<file path="config.mk">
export PLATFORM = sky130hd
export DESIGN_NAME = ordered_list_engine_top
export DESIGN_NICKNAME = d
export VERILOG_FILES = /design/src/hdl/ole_pkg.sv /design/src/hdl/ole_cell.sv /design/src/hdl/ordered_list_engine_top.sv
export SDC_FILE = /design/constraint.sdc
export NUM_CORES = 2
export LEC_CHECK = 0
export ABC_CLOCK_PERIOD_IN_PS = 3800
export BUFFER_PORTS_ARGS = -buffer_cell sky130_fd_sc_hd__buf_2
export CORE_ASPECT_RATIO = 0.6
export CORE_UTILIZATION = 45
export DETAILED_ROUTE_END_ITERATION = 6
export SLEW_MARGIN = 25
export SYNTH_ARGS = -nofsm -noshare
export SYNTH_HDL_FRONTEND = slang
export SYNTH_SLANG_ARGS = --single-unit
export TNS_END_PERCENT = 100
</file>
<file path="constraint.sdc">
create_clock -name clk -period 3.8 [get_ports clk]
set_clock_uncertainty 0.1 [all_clocks]
set_input_delay 0.76 -clock clk [delete_from_list [all_inputs] [get_ports clk]]
set_output_delay 0.76 -clock clk [all_outputs]
set_load 0.005 [all_outputs]
</file>
<file path="src/hdl/ole_pkg.sv">
// ----------------------------------------------------------------------------
// Ordered list engine package
// Transaction types, command and status codes, and the cell control bundle.
// ----------------------------------------------------------------------------
package ole_pkg;

    // Command kinds
    localparam logic [3:0] KIND_PUSH_BACK    = 4'd0;
    localparam logic [3:0] KIND_PUSH_FRONT   = 4'd1;
    localparam logic [3:0] KIND_POP_BACK     = 4'd2;
    localparam logic [3:0] KIND_POP_FRONT    = 4'd3;
    localparam logic [3:0] KIND_INSERT       = 4'd4;
    localparam logic [3:0] KIND_REMOVE_AT    = 4'd5;
    localparam logic [3:0] KIND_REMOVE_VALUE = 4'd6;
    localparam logic [3:0] KIND_FIND         = 4'd7;
    localparam logic [3:0] KIND_REPLACE_ALL  = 4'd8;

    // Result status codes
    localparam logic [1:0] ST_DONE     = 2'd0;
    localparam logic [1:0] ST_IGNORED  = 2'd1;
    localparam logic [1:0] ST_FULL     = 2'd2;
    localparam logic [1:0] ST_NOTFOUND = 2'd3;

    typedef struct packed {
        logic [3:0]          kind;
        logic [4:0]          position;
        logic signed [31:0]  item_value;
        logic signed [31:0]  new_value;
    } cmd_t;

    typedef struct packed {
        logic [1:0] status;
        logic [3:0] found_position;
        logic [4:0] match_count;
        logic [4:0] element_count;
    } result_t;

    // Operation carried out by the cell row in the execute cycle
    typedef enum logic [2:0] {
        OP_NONE,
        OP_INSERT,
        OP_DROP,
        OP_DROP_MATCH,
        OP_FIND,
        OP_REPLACE
    } cell_op_t;

    typedef struct packed {
        logic     cmp;   // capture the compare against the probe value
        logic     exec;  // apply op this cycle
        cell_op_t op;
    } cell_ctrl_t;

endpackage

</file>
<file path="src/hdl/ole_cell.sv">
// ----------------------------------------------------------------------------
// Ordered list cell
// Holds one list slot, compares it against the probe value, and shifts,
// loads or replaces its word under control of the shared command.
// ----------------------------------------------------------------------------
module ole_cell #(
    parameter int INDEX = 0,
    parameter int IW    = 4,
    parameter int CW    = 5,
    parameter int DW    = 32
) (
    input  logic               clk,
    input  ole_pkg::cell_ctrl_t ctrl,
    input  logic [CW-1:0]      occ,
    input  logic [IW-1:0]      pos,
    input  logic [DW-1:0]      probe,
    input  logic [DW-1:0]      load_val,
    input  logic [DW-1:0]      repl_val,
    input  logic [DW-1:0]      left_data,
    input  logic [DW-1:0]      right_data,
    input  logic               seen_in,
    output logic [DW-1:0]      data,
    output logic               seen_out,
    output logic               match,
    output logic [IW-1:0]      first_idx
);

    logic [DW-1:0] data_reg;
    logic [DW-1:0] data_next;
    logic          match_reg;
    logic          match_next;
    logic          hit;
    logic          pos_op;

    assign pos_op = (ctrl.op == ole_pkg::OP_INSERT) || (ctrl.op == ole_pkg::OP_DROP);
    assign hit    = pos_op ? (IW'(INDEX) == pos) : match_reg;

    assign seen_out  = seen_in | hit;
    assign first_idx = (hit && !seen_in) ? IW'(INDEX) : '0;
    assign data      = data_reg;
    assign match     = match_reg;

    // Only slots below the occupancy take part in a match
    assign match_next = ctrl.cmp ? ((data_reg == probe) && (CW'(INDEX) < occ)) : match_reg;

    always_comb
    begin
        data_next = data_reg;
        if (ctrl.exec)
        begin
            unique case (ctrl.op)
                ole_pkg::OP_INSERT:
                begin
                    if (hit)
                        data_next = load_val;
                    else if (seen_in)
                        data_next = left_data;
                end
                ole_pkg::OP_DROP,
                ole_pkg::OP_DROP_MATCH:
                begin
                    if (seen_out)
                        data_next = right_data;
                end
                ole_pkg::OP_REPLACE:
                begin
                    if (match_reg)
                        data_next = repl_val;
                end
                default:
                begin
                    data_next = data_reg;
                end
            endcase
        end
    end

    always_ff @(posedge clk)
    begin
        data_reg  <= data_next;
        match_reg <= match_next;
    end

endmodule

</file>
<file path="src/hdl/ordered_list_engine_top.sv">
// ----------------------------------------------------------------------------
// Ordered list engine
// Bounded ordered list of signed words held in a row of shifting cells.
// ----------------------------------------------------------------------------
// Usage:
//   A command transaction is taken at a rising edge with start high and busy
//   low. The command's value is compared against every cell at that edge.
//   busy then stays high for one execute cycle, in which the cells shift,
//   load or replace in parallel and the first-match chain ripples from cell
//   to cell. One result per command appears on result with done high for
//   exactly one cycle; done and result are registered from the execute cycle.
//   No new command is taken while busy is high; the compare cycle is followed
//   by the execute cycle through the cell row. busy is low while the result
//   is shown, so the next command can be taken then.
//   The receiver cannot stall: a result not taken in its cycle is gone.
//   Reset empties the list and clears busy and done; slot contents are left
//   as they are, since only slots below the element count are ever read.
// ----------------------------------------------------------------------------
module ordered_list_engine_top #(
    parameter int DEPTH      = 16,
    parameter int DATA_WIDTH = 32
) (
    input  logic             clk,
    input  logic             rst_n,
    input  logic             start,
    input  ole_pkg::cmd_t    cmd,
    output logic             busy,
    output logic             done,
    output ole_pkg::result_t result
);

    localparam int IW = $clog2(DEPTH);
    localparam int CW = $clog2(DEPTH + 1);
    localparam int PW = (CW > 5) ? CW : 5;

    typedef enum logic [1:0] {
        S_IDLE = 2'b01,
        S_EXEC = 2'b10
    } state_t;

    state_t              state_reg, state_next;
    ole_pkg::cell_op_t   op_reg, op_next;
    logic [IW-1:0]       pos_reg, pos_next;
    logic [DATA_WIDTH-1:0] val_reg, nval_reg;
    logic [1:0]          status_reg, status_next;
    logic [CW-1:0]       occ_reg, occ_next;
    logic                done_reg;
    ole_pkg::result_t    result_reg, result_next;

    logic                accept;
    logic [63:0]         val64, nval64;
    logic [DATA_WIDTH-1:0] val_ext, nval_ext;
    logic [PW-1:0]       pos_ext, occ_ext;
    logic                full, empty;
    logic [CW-1:0]       occ_m1;
    ole_pkg::cell_ctrl_t ctrl;

    logic [DEPTH:0]                      seen;
    logic [DEPTH-1:0][DATA_WIDTH-1:0]    cell_data;
    logic [DEPTH-1:0]                    match_vec;
    logic [DEPTH-1:0][IW-1:0]            first_vec;
    logic [IW-1:0]                       first_pos;
    logic [CW-1:0]                       match_cnt;
    logic                                found;
    logic [1:0]                          status_fin;
    logic [31:0]                         occ_wide, pos_wide, cnt_wide;

    assign accept = start && (state_reg == S_IDLE);
    assign busy   = (state_reg == S_EXEC);
    assign done   = done_reg;
    assign result = result_reg;

    // Reduce the incoming words to the stored width
    assign val64    = {32'd0, cmd.item_value};
    assign nval64   = {32'd0, cmd.new_value};
    assign val_ext  = val64[DATA_WIDTH-1:0];
    assign nval_ext = nval64[DATA_WIDTH-1:0];

    assign pos_ext = PW'(cmd.position);
    assign occ_ext = PW'(occ_reg);
    assign full    = (occ_reg == CW'(DEPTH));
    assign empty   = (occ_reg == '0);
    assign occ_m1  = occ_reg - 1'b1;

    // Decode: index and capacity checks are settled when the command is taken
    always_comb
    begin
        op_next     = ole_pkg::OP_NONE;
        pos_next    = '0;
        status_next = ole_pkg::ST_DONE;
        unique case (cmd.kind)
            ole_pkg::KIND_PUSH_BACK:
            begin
                if (full)
                    status_next = ole_pkg::ST_FULL;
                else
                begin
                    op_next  = ole_pkg::OP_INSERT;
                    pos_next = occ_reg[IW-1:0];
                end
            end
            ole_pkg::KIND_PUSH_FRONT:
            begin
                if (full)
                    status_next = ole_pkg::ST_FULL;
                else
                    op_next = ole_pkg::OP_INSERT;
            end
            ole_pkg::KIND_POP_BACK:
            begin
                if (empty)
                    status_next = ole_pkg::ST_IGNORED;
                else
                begin
                    op_next  = ole_pkg::OP_DROP;
                    pos_next = occ_m1[IW-1:0];
                end
            end
            ole_pkg::KIND_POP_FRONT:
            begin
                if (empty)
                    status_next = ole_pkg::ST_IGNORED;
                else
                    op_next = ole_pkg::OP_DROP;
            end
            ole_pkg::KIND_INSERT:
            begin
                if (pos_ext > occ_ext)
                    status_next = ole_pkg::ST_IGNORED;
                else if (full)
                    status_next = ole_pkg::ST_FULL;
                else
                begin
                    op_next  = ole_pkg::OP_INSERT;
                    pos_next = pos_ext[IW-1:0];
                end
            end
            ole_pkg::KIND_REMOVE_AT:
            begin
                if (pos_ext >= occ_ext)
                    status_next = ole_pkg::ST_IGNORED;
                else
                begin
                    op_next  = ole_pkg::OP_DROP;
                    pos_next = pos_ext[IW-1:0];
                end
            end
            ole_pkg::KIND_REMOVE_VALUE: op_next = ole_pkg::OP_DROP_MATCH;
            ole_pkg::KIND_FIND:         op_next = ole_pkg::OP_FIND;
            ole_pkg::KIND_REPLACE_ALL:  op_next = ole_pkg::OP_REPLACE;
            default:                    status_next = ole_pkg::ST_IGNORED;
        endcase
    end

    assign ctrl.cmp  = accept;
    assign ctrl.exec = (state_reg == S_EXEC);
    assign ctrl.op   = op_reg;

    assign seen[0] = 1'b0;

    for (genvar i = 0; i < DEPTH; i++)
    begin : g_cell
        logic [DATA_WIDTH-1:0] left_d, right_d;

        if (i == 0)
        begin : g_first
            assign left_d = '0;
        end
        else
        begin : g_mid_l
            assign left_d = cell_data[i-1];
        end

        if (i == DEPTH - 1)
        begin : g_last
            assign right_d = cell_data[i];
        end
        else
        begin : g_mid_r
            assign right_d = cell_data[i+1];
        end

        ole_cell #(
            .INDEX (i),
            .IW    (IW),
            .CW    (CW),
            .DW    (DATA_WIDTH)
        ) u_cell (
            .clk        (clk),
            .ctrl       (ctrl),
            .occ        (occ_reg),
            .pos        (pos_reg),
            .probe      (val_ext),
            .load_val   (val_reg),
            .repl_val   (nval_reg),
            .left_data  (left_d),
            .right_data (right_d),
            .seen_in    (seen[i]),
            .data       (cell_data[i]),
            .seen_out   (seen[i+1]),
            .match      (match_vec[i]),
            .first_idx  (first_vec[i])
        );
    end

    // At most one cell reports a first match, so OR its index out
    always_comb
    begin
        first_pos = '0;
        for (int i = 0; i < DEPTH; i++)
            first_pos = first_pos | first_vec[i];
    end

    assign match_cnt = CW'($countones(match_vec));
    assign found     = seen[DEPTH];

    // Finish the command in the execute cycle
    always_comb
    begin
        occ_next   = occ_reg;
        status_fin = status_reg;
        pos_wide   = 32'd0;
        cnt_wide   = 32'd0;
        unique case (op_reg)
            ole_pkg::OP_INSERT: occ_next = occ_reg + 1'b1;
            ole_pkg::OP_DROP:   occ_next = occ_m1;
            ole_pkg::OP_DROP_MATCH:
            begin
                if (found)
                    occ_next = occ_m1;
                else
                    status_fin = ole_pkg::ST_NOTFOUND;
            end
            ole_pkg::OP_FIND:
            begin
                if (found)
                    pos_wide = 32'(first_pos);
                else
                    status_fin = ole_pkg::ST_NOTFOUND;
            end
            ole_pkg::OP_REPLACE:
            begin
                cnt_wide = 32'(match_cnt);
                if (!found)
                    status_fin = ole_pkg::ST_NOTFOUND;
            end
            default:
            begin
                occ_next = occ_reg;
            end
        endcase
        occ_wide = 32'(occ_next);
        result_next.status         = status_fin;
        result_next.found_position = pos_wide[3:0];
        result_next.match_count    = cnt_wide[4:0];
        result_next.element_count  = occ_wide[4:0];
    end

    always_comb
    begin
        state_next = state_reg;
        unique case (state_reg)
            S_IDLE:  if (start) state_next = S_EXEC;
            S_EXEC:  state_next = S_IDLE;
            default: state_next = S_IDLE;
        endcase
    end

    always_ff @(posedge clk or negedge rst_n)
    begin
        if (!rst_n)
        begin
            state_reg <= S_IDLE;
            occ_reg   <= '0;
            done_reg  <= 1'b0;
            op_reg    <= ole_pkg::OP_NONE;
        end
        else
        begin
            state_reg <= state_next;
            done_reg  <= (state_reg == S_EXEC);
            if (state_reg == S_EXEC)
                occ_reg <= occ_next;
            if (accept)
                op_reg <= op_next;
        end
    end

    always_ff @(posedge clk)
    begin
        if (accept)
        begin
            pos_reg    <= pos_next;
            val_reg    <= val_ext;
            nval_reg   <= nval_ext;
            status_reg <= status_next;
        end
        if (state_reg == S_EXEC)
            result_reg <= result_next;
    end

endmodule

</file>
# Word level (Yosys, flattened, before mapping)
# Index checks and enable logic that the tools add are counted.
[word_totals]
regBits = 625
latchBits = 0
ram_bits = 0
rom_bits = 0
inputBits = 76
output_inout_bits = 18
wordCells = 409
n_memories = 0
[classes]
n_addsub = 17
mul = 0
div = 0
order_cmp = 18
eq_ne = 95
shift = 0
mux = 131
bitwise_logic = 29
reduce_logical = 75
[op_table]
columns = ["operator", "count"]
rows = [
  ["$mux 32", 62],
  ["$pmux 32 s3", 15],
  ["$eq 32x32->1", 16],
  ["$reduce_and 5->1", 15],
  ["$ne 2x1->1 const B", 32],
  ["$pmux 32 s2", 1],
  ["$or 4x4->4", 14],
  ["$mux 4", 13],
  ["$ne 3x1->1 const B", 15],
  ["$lt 4x5->1 const A", 8],
  ["$eq 4x4->1 const A", 8],
  ["$logic_and 1x1->1", 32],
  ["$pmux 3 s7", 1],
  ["$lt 3x5->1 const A", 4],
  ["$mux 1", 20],
  ["$mux 2", 10],
  ["$add 1x1->2", 8],
  ["$eq 3x4->1 const A", 4],
  ["$eq 4x3->1 const B", 4],
  ["$pmux 4 s4", 1],
  ["$logic_not 1->1", 15],
  ["$mux 3", 5],
  ["$or 1x1->1", 15],
  ["$pmux 5 s3", 1],
  ["32 further kinds", 46],
]

# Logic depth before layout (Yosys ltp)
[logic_depth]
depth_word = 21
mapped_depth = 13
ltp_nobuf = 13

# Hierarchy
# From an unflattened synthesis, not the netlist that was laid out.
[hier_totals]
cells_unflattened = 4290
hier_area_um2 = 45189.6
[by_module_without_submodules]
columns = ["mod", "n_inst", "cells_per_inst", "area_per_inst_um2", "seq_area_each_um2"]
rows = [
  ["ole_cell (g_cell[2].u_cell ...)", 3, 249, 2560.0, 991.0],
  ["ole_cell (g_cell[10].u_cell ...)", 2, 250, 2562.5, 991.0],
  ["ole_cell (g_cell[11].u_cell ...)", 2, 249, 2537.4, 991.0],
  ["ordered_list_engine_top", 1, 302, 4286.6, 2859.0],
  ["ole_cell (g_cell[0].u_cell)", 1, 250, 2615.0, 991.0],
  ["ole_cell (g_cell[4].u_cell)", 1, 250, 2565.0, 991.0],
  ["ole_cell (g_cell[12].u_cell)", 1, 250, 2563.7, 991.0],
  ["ole_cell (g_cell[8].u_cell)", 1, 249, 2562.5, 991.0],
  ["ole_cell (g_cell[1].u_cell)", 1, 249, 2558.7, 991.0],
  ["ole_cell (g_cell[3].u_cell)", 1, 249, 2555.0, 991.0],
  ["ole_cell (g_cell[14].u_cell)", 1, 249, 2539.9, 991.0],
  ["ole_cell (g_cell[7].u_cell)", 1, 249, 2536.2, 991.0],
  ["ole_cell (g_cell[15].u_cell)", 1, 248, 2527.4, 991.0],
]

# Least setup slack after synthesis
# OpenSTA, ideal clock, no wires.
[synth_path]
path_kind = "register -> register"
start = "register op_reg[0]"
end = "register g_cell[6].u_cell.data_reg[0] (enable)"
setup_time_ns = 0.441
arrival_ns = 3.514
required_ns = 3.259
slack_ns = -0.254
stages_incl_launch_ff = 9
n_path_buf = 4
synth_period_minus_slack_ns = 4.054
path_cell_list = "dfrtp_1 xnor2_1 or2_1 clkbuf_1 clkbuf_1 o31a_1 buf_2 buf_4 a31oi_1"
[synth_between]
elab_chain_cells = 11
word_cells_on_any_way = 24
cone_classes = "7 x eq/ne; 7 x mux; 6 x bitwise; 4 x reduce/logical"
[synth_rtl]
columns = ["element", "line_no", "text"]
rows = [
  ["from (decl)", "ordered_list_engine_top.sv:42", "ole_pkg::cell_op_t op_reg, op_next;"],
  ["from (signal assigned)", "ordered_list_engine_top.sv:276", "op_reg <= ole_pkg::OP_NONE;"],
  ["from (signal assigned)", "ordered_list_engine_top.sv:285", "op_reg <= op_next;"],
  ["$eq 3x1->1 or $eq 3x2->1 (tied branches)", "ole_cell.sv:35, ole_cell.sv:51", ""],
  ["$logic_or 1x1->1", "ole_cell.sv:35", "assign pos_op = (ctrl.op == ole_pkg::OP_INSERT) || (ctrl.op == ole_pkg::OP_DROP);"],
  ["$mux 1", "ole_cell.sv:36", "assign hit = pos_op ? (IW'(INDEX) == pos) : match_reg;"],
  ["$or 1x1->1 (6 in series)", "ole_cell.sv:38", "assign seen_out = seen_in | hit;"],
  ["$ne 2x1->1 (no source line)", "--", ""],
  ["$reduce_and 5->1 (no source line) (*)", "--", ""],
  ["to (signal assigned)", "ole_cell.sv:80", "data_reg <= data_next;"],
  ["to (decl)", "ole_cell.sv:28", "logic [DW-1:0] data_reg;"],
]
# Mark *: on every way between the ends. The rest lies on a longest branch, timed or not.
# A chain may end at the register's enable or synchronous reset.

# Final worst setup path
[layout_path]
start = "register g_cell[3].u_cell.match_reg"
end = "register result_reg, in the netlist result[8] (data pin)"
[layout_between]
elab_chain_cells = 4
[layout_rtl]
columns = ["element", "line_no", "text"]
rows = [
  ["from (decl)", "ole_cell.sv:30", "logic match_reg;"],
  ["from (signal assigned)", "ole_cell.sv:81", "match_reg <= match_next;"],
  ["$add 1x1->2 (implied by the code)", "ordered_list_engine_top.sv:214", "assign match_cnt = CW'($countones(match_vec));"],
  ["$add 2x2->3 (implied by the code)", "ordered_list_engine_top.sv:214", ""],
  ["$add 3x3->4 (implied by the code)", "ordered_list_engine_top.sv:214", ""],
  ["$add 4x4->5 (implied by the code)", "ordered_list_engine_top.sv:214", ""],
  ["to (signal assigned)", "ordered_list_engine_top.sv:299", "result_reg <= result_next;"],
  ["to (decl)", "ordered_list_engine_top.sv:48", "ole_pkg::result_t result_reg, result_next;"],
]
# No other way between the ends.

==> flow_metrics.env <==
export IMPL_cts_tree="built"
export IMPL_critPathKind="flop to flop"
export IMPL_ant_nets=0
export IMPL_row_count=82
export IMPL_place_gp_congestion=1.120
export IMPL_required_ns=4.11
export IMPL_worstRegToRegCells=11
export IMPL_grt_overflow=0
export IMPL_grt_pass1_vias=28890
export IMPL_route_vias_total=32530
export IMPL_p_leak_uw=0.01572
export IMPL_grt_max_degree=221
export IMPL_critPathSlowestCell="fa_2"
export IMPL_initial_core_util_pct=45.50
export IMPL_port_buffers=93
export IMPL_finalMaxSlewViolations=0
export IMPL_numCtsBuffers=66
export IMPL_dp_cells=4571
export IMPL_power_density_nw_per_um2=566.2
export IMPL_p_int_uw=15080
export IMPL_status="finished with violations"
export IMPL_insertion_delay_ns=0.67
export IMPL_syn_inst=3495
export IMPL_post_drt_wl_per_cell_um=39.83
export IMPL_drive_gt1_share_pct=12.28
export IMPL_clkPwrFrac_pct=26.8
export IMPL_fin_area_um2=43050
export IMPL_synth_cell_area_um2=38050
export IMPL_setup_viol=0
export IMPL_synth_top_flop_cell="edfxtp_1"
export IMPL_drv_cap=0
export IMPL_mostFrequentLayoutCells="edfxtp_1, mux2i_1, a21oi_1, o21ai_1, xor2_1"
export IMPL_swShare_pct=38.11
export IMPL_max_clock_path_buffers=3
export IMPL_clock_sinks=625
export IMPL_place_hpwl_um=133500
export IMPL_synth_cell_type_count=69
export IMPL_timing_hold_ws_ns=0.1753
export IMPL_async_reset_ff_share_pct=1.760
export IMPL_cp_num_cells=11
export IMPL_arrival_ns=4.02
export IMPL_hold_viol=0
export IMPL_drtIter0Drc=6877
export IMPL_relSlewSlack_pct=26.98
export IMPL_first_pass_iters=7
export IMPL_p_sw_uw=9290
export IMPL_antenna_found_initial=22
export IMPL_dpl_cell_area_um2=40960
export IMPL_layout_min_cycle_time_ns=3.709
export IMPL_pin_count=94
export IMPL_crit_path_frequent_cell="fa_1"
export IMPL_syn_to_final_growth_pct=13.14
export IMPL_layout_cells_most_common="edfxtp_1"
export IMPL_grt_usage_pct=42.98
export IMPL_hold_path_class="primary input to flop"
export IMPL_path_buf_inv=2
export IMPL_violations="DRC"
export IMPL_crit_path_max_fanout=2
export IMPL_clk_pin_slew_ns=0.07
export IMPL_yosysWarnings=0
export IMPL_core_area_um2=83620
export IMPL_largest_reg_flops=512
export IMPL_start_kind="flop"
export IMPL_ys_ff_latch=625
export IMPL_nets=3607
export IMPL_irDropWorstVdd_mv=0.2843
export IMPL_avgSynthCellArea_um2=10.89
export IMPL_grt_first_pass_wirelength_um=250700
export IMPL_worst_pin_slew_ns=1.092
export IMPL_slowest_delay_ns=0.58
export IMPL_cp_cell_sequence="fa_1 -> inv_1 -> fa_1 -> fa_1 -> fa_2 -> inv_1 -> ha_4 -> a21o_1 -> a21oi_2 -> xor2_1 -> nor2_1"
export IMPL_cts_root_buffer="clkbuf_16"
export IMPL_htree_levels=3
export IMPL_drc_errors=10
export IMPL_routed_wl_um=186900
export IMPL_vias_per_cell=6.933
export IMPL_crit_family="adder cells"
export IMPL_min_period_over_period_pct=97.60
export IMPL_syn_nets=3594
export IMPL_end_kind="flop"
export IMPL_hold_depth=1
export IMPL_fp_dieH_um=227.2
export IMPL_synth_edff_count=614
export IMPL_stdcell_count=4692
export IMPL_fp_dieArea_um2=85750
export IMPL_p_comb_share_pct=35.8
export IMPL_fmax_mhz=269.6
export IMPL_die_w_um=377.4
export IMPL_seq_power_share_pct=37.3
export IMPL_ys_seq_area_share_pct=49.19
## synth_stat cells (all sizes together) (5+ instances only)
| cell | instances | area [um2] |
|---|---|---|
| clkbuf | 284 | 1066 |
| nor4 | 88 | 556.8 |
| nor2 | 45 | 168.9 |
| a211oi | 6 | 45.04 |
| mux2i | 482 | 4825 |
| nand4 | 67 | 419.2 |
| a221o | 36 | 360.4 |
| xnor2 | 235 | 2058 |
| nand2b | 8 | 50.05 |
| inv | 37 | 138.9 |
| nor3 | 11 | 55.05 |
| o31a | 10 | 87.58 |
| a21oi | 476 | 2390 |
| fa | 10 | 200.2 |
| a31oi | 8 | 50.05 |
| o21ai | 483 | 2421 |
| and2 | 34 | 212.7 |
| o21bai | 32 | 240.2 |
| nor2b | 5 | 31.28 |
| edfxtp | 614 | 18440 |
| and3 | 5 | 31.28 |
| dfrtp | 10 | 250.2 |
| xor2 | 282 | 2470 |
| or3 | 6 | 37.54 |
| ha | 13 | 162.7 |
| buf | 72 | 397.9 |
| nand3 | 27 | 135.1 |
| or4 | 5 | 37.54 |
| nand2 | 43 | 161.4 |
| a2111oi | 6 | 52.55 |
## metrics by stage
stage / total power [uW] / setup WS, ns / TNS (ns) / utilization [%]
floorplan: 14100 / 0.1770 / 0 / -
global placement: 17300 / 0.03965 / 0 / 48.91
detailed placement: 17460 / 0.06998 / 0 / 48.99
CTS: 23870 / 0.03864 / 0 / 51.39
global route: 24850 / -0.01388 / -0.01883 / 51.46
finish: 24370 / 0.09132 / 0 / 51.48
## final timing paths
path	endpoint	from	slack (ns)
worst max register to register	result[8]	g_cell[3].u_cell.match	0.09
worst max-delay path	result[8]	g_cell[3].u_cell.match	0.09
worst min register to register	result[15]	status_reg[1]	0.42
worst min-delay path	nval_reg[7]	cmd[7]	0.18
max in group asynchronous	state_reg[0]	rst_n	2.81
min in group asynchronous	occ_ext[1]	rst_n	0.46
## final cells by class
type | instances | area, um2
Timing Repair Buffer | 301 | 2778
Inverter | 37 | 141.4
Tap cell | 1134 | 1419
Clock buffer | 90 | 1846
Multi-Input combinational cell | 2477 | 17980
Fill cell | 7382 | 40570
Antenna cell | 7 | 17.52
Sequential cell | 625 | 18710
Clock inverter | 21 | 153.9
## routing by layer
layer | share of wire (%) | track usage [%] | wire [um] | vias to the layer above
met5 | 0.098 | 0 | 183 | -
met4 | 3.4 | 11.43 | 6387 | 26
met3 | 19 | 23.71 | 35490 | 382
met2 | 37 | 54.40 | 68820 | 2878
met1 | 41 | 61.61 | 75990 | 16230
li1 | - | - | - | 13020
## worst reg2reg max path: stages (launching register included)
cell and delay, ns:
edfxtp_1 0.42, fa_1 0.56, inv_1 0.06, fa_1 0.52, fa_1 0.46, fa_2 0.58
inv_1 0.06, ha_4 0.16, a21o_1 0.18, a21oi_2 0.14, xor2_1 0.16, nor2_1 0.05
## logic make-up after synthesis
group,Yosys count,synth area share [%]
buf+inv,393,4.213
mux,483,12.71
compound gates,1101,15.88
xor+xnor,517,11.90
flops,625,49.19
fa+ha+maj,23,0.9537
simple gates,353,5.157
## power groups by stage
stage	Clock, uW	Sequential [uW]	Combinational, uW
floorplan	0	8990	5110
global placement	0	9200	8100
detailed placement	0	9220	8240
CTS	6510	9070	8280
global route	6740	9130	8980
finish	6530	9100	8740
## repair_timing
item,in CTS,in global routing
setup endpoints to repair,0,3
hold buffers,1,0
hold endpoints to repair,10,0
setup buffers,0,1
resized for setup,0,9
(Power assumes the default switching activity.)
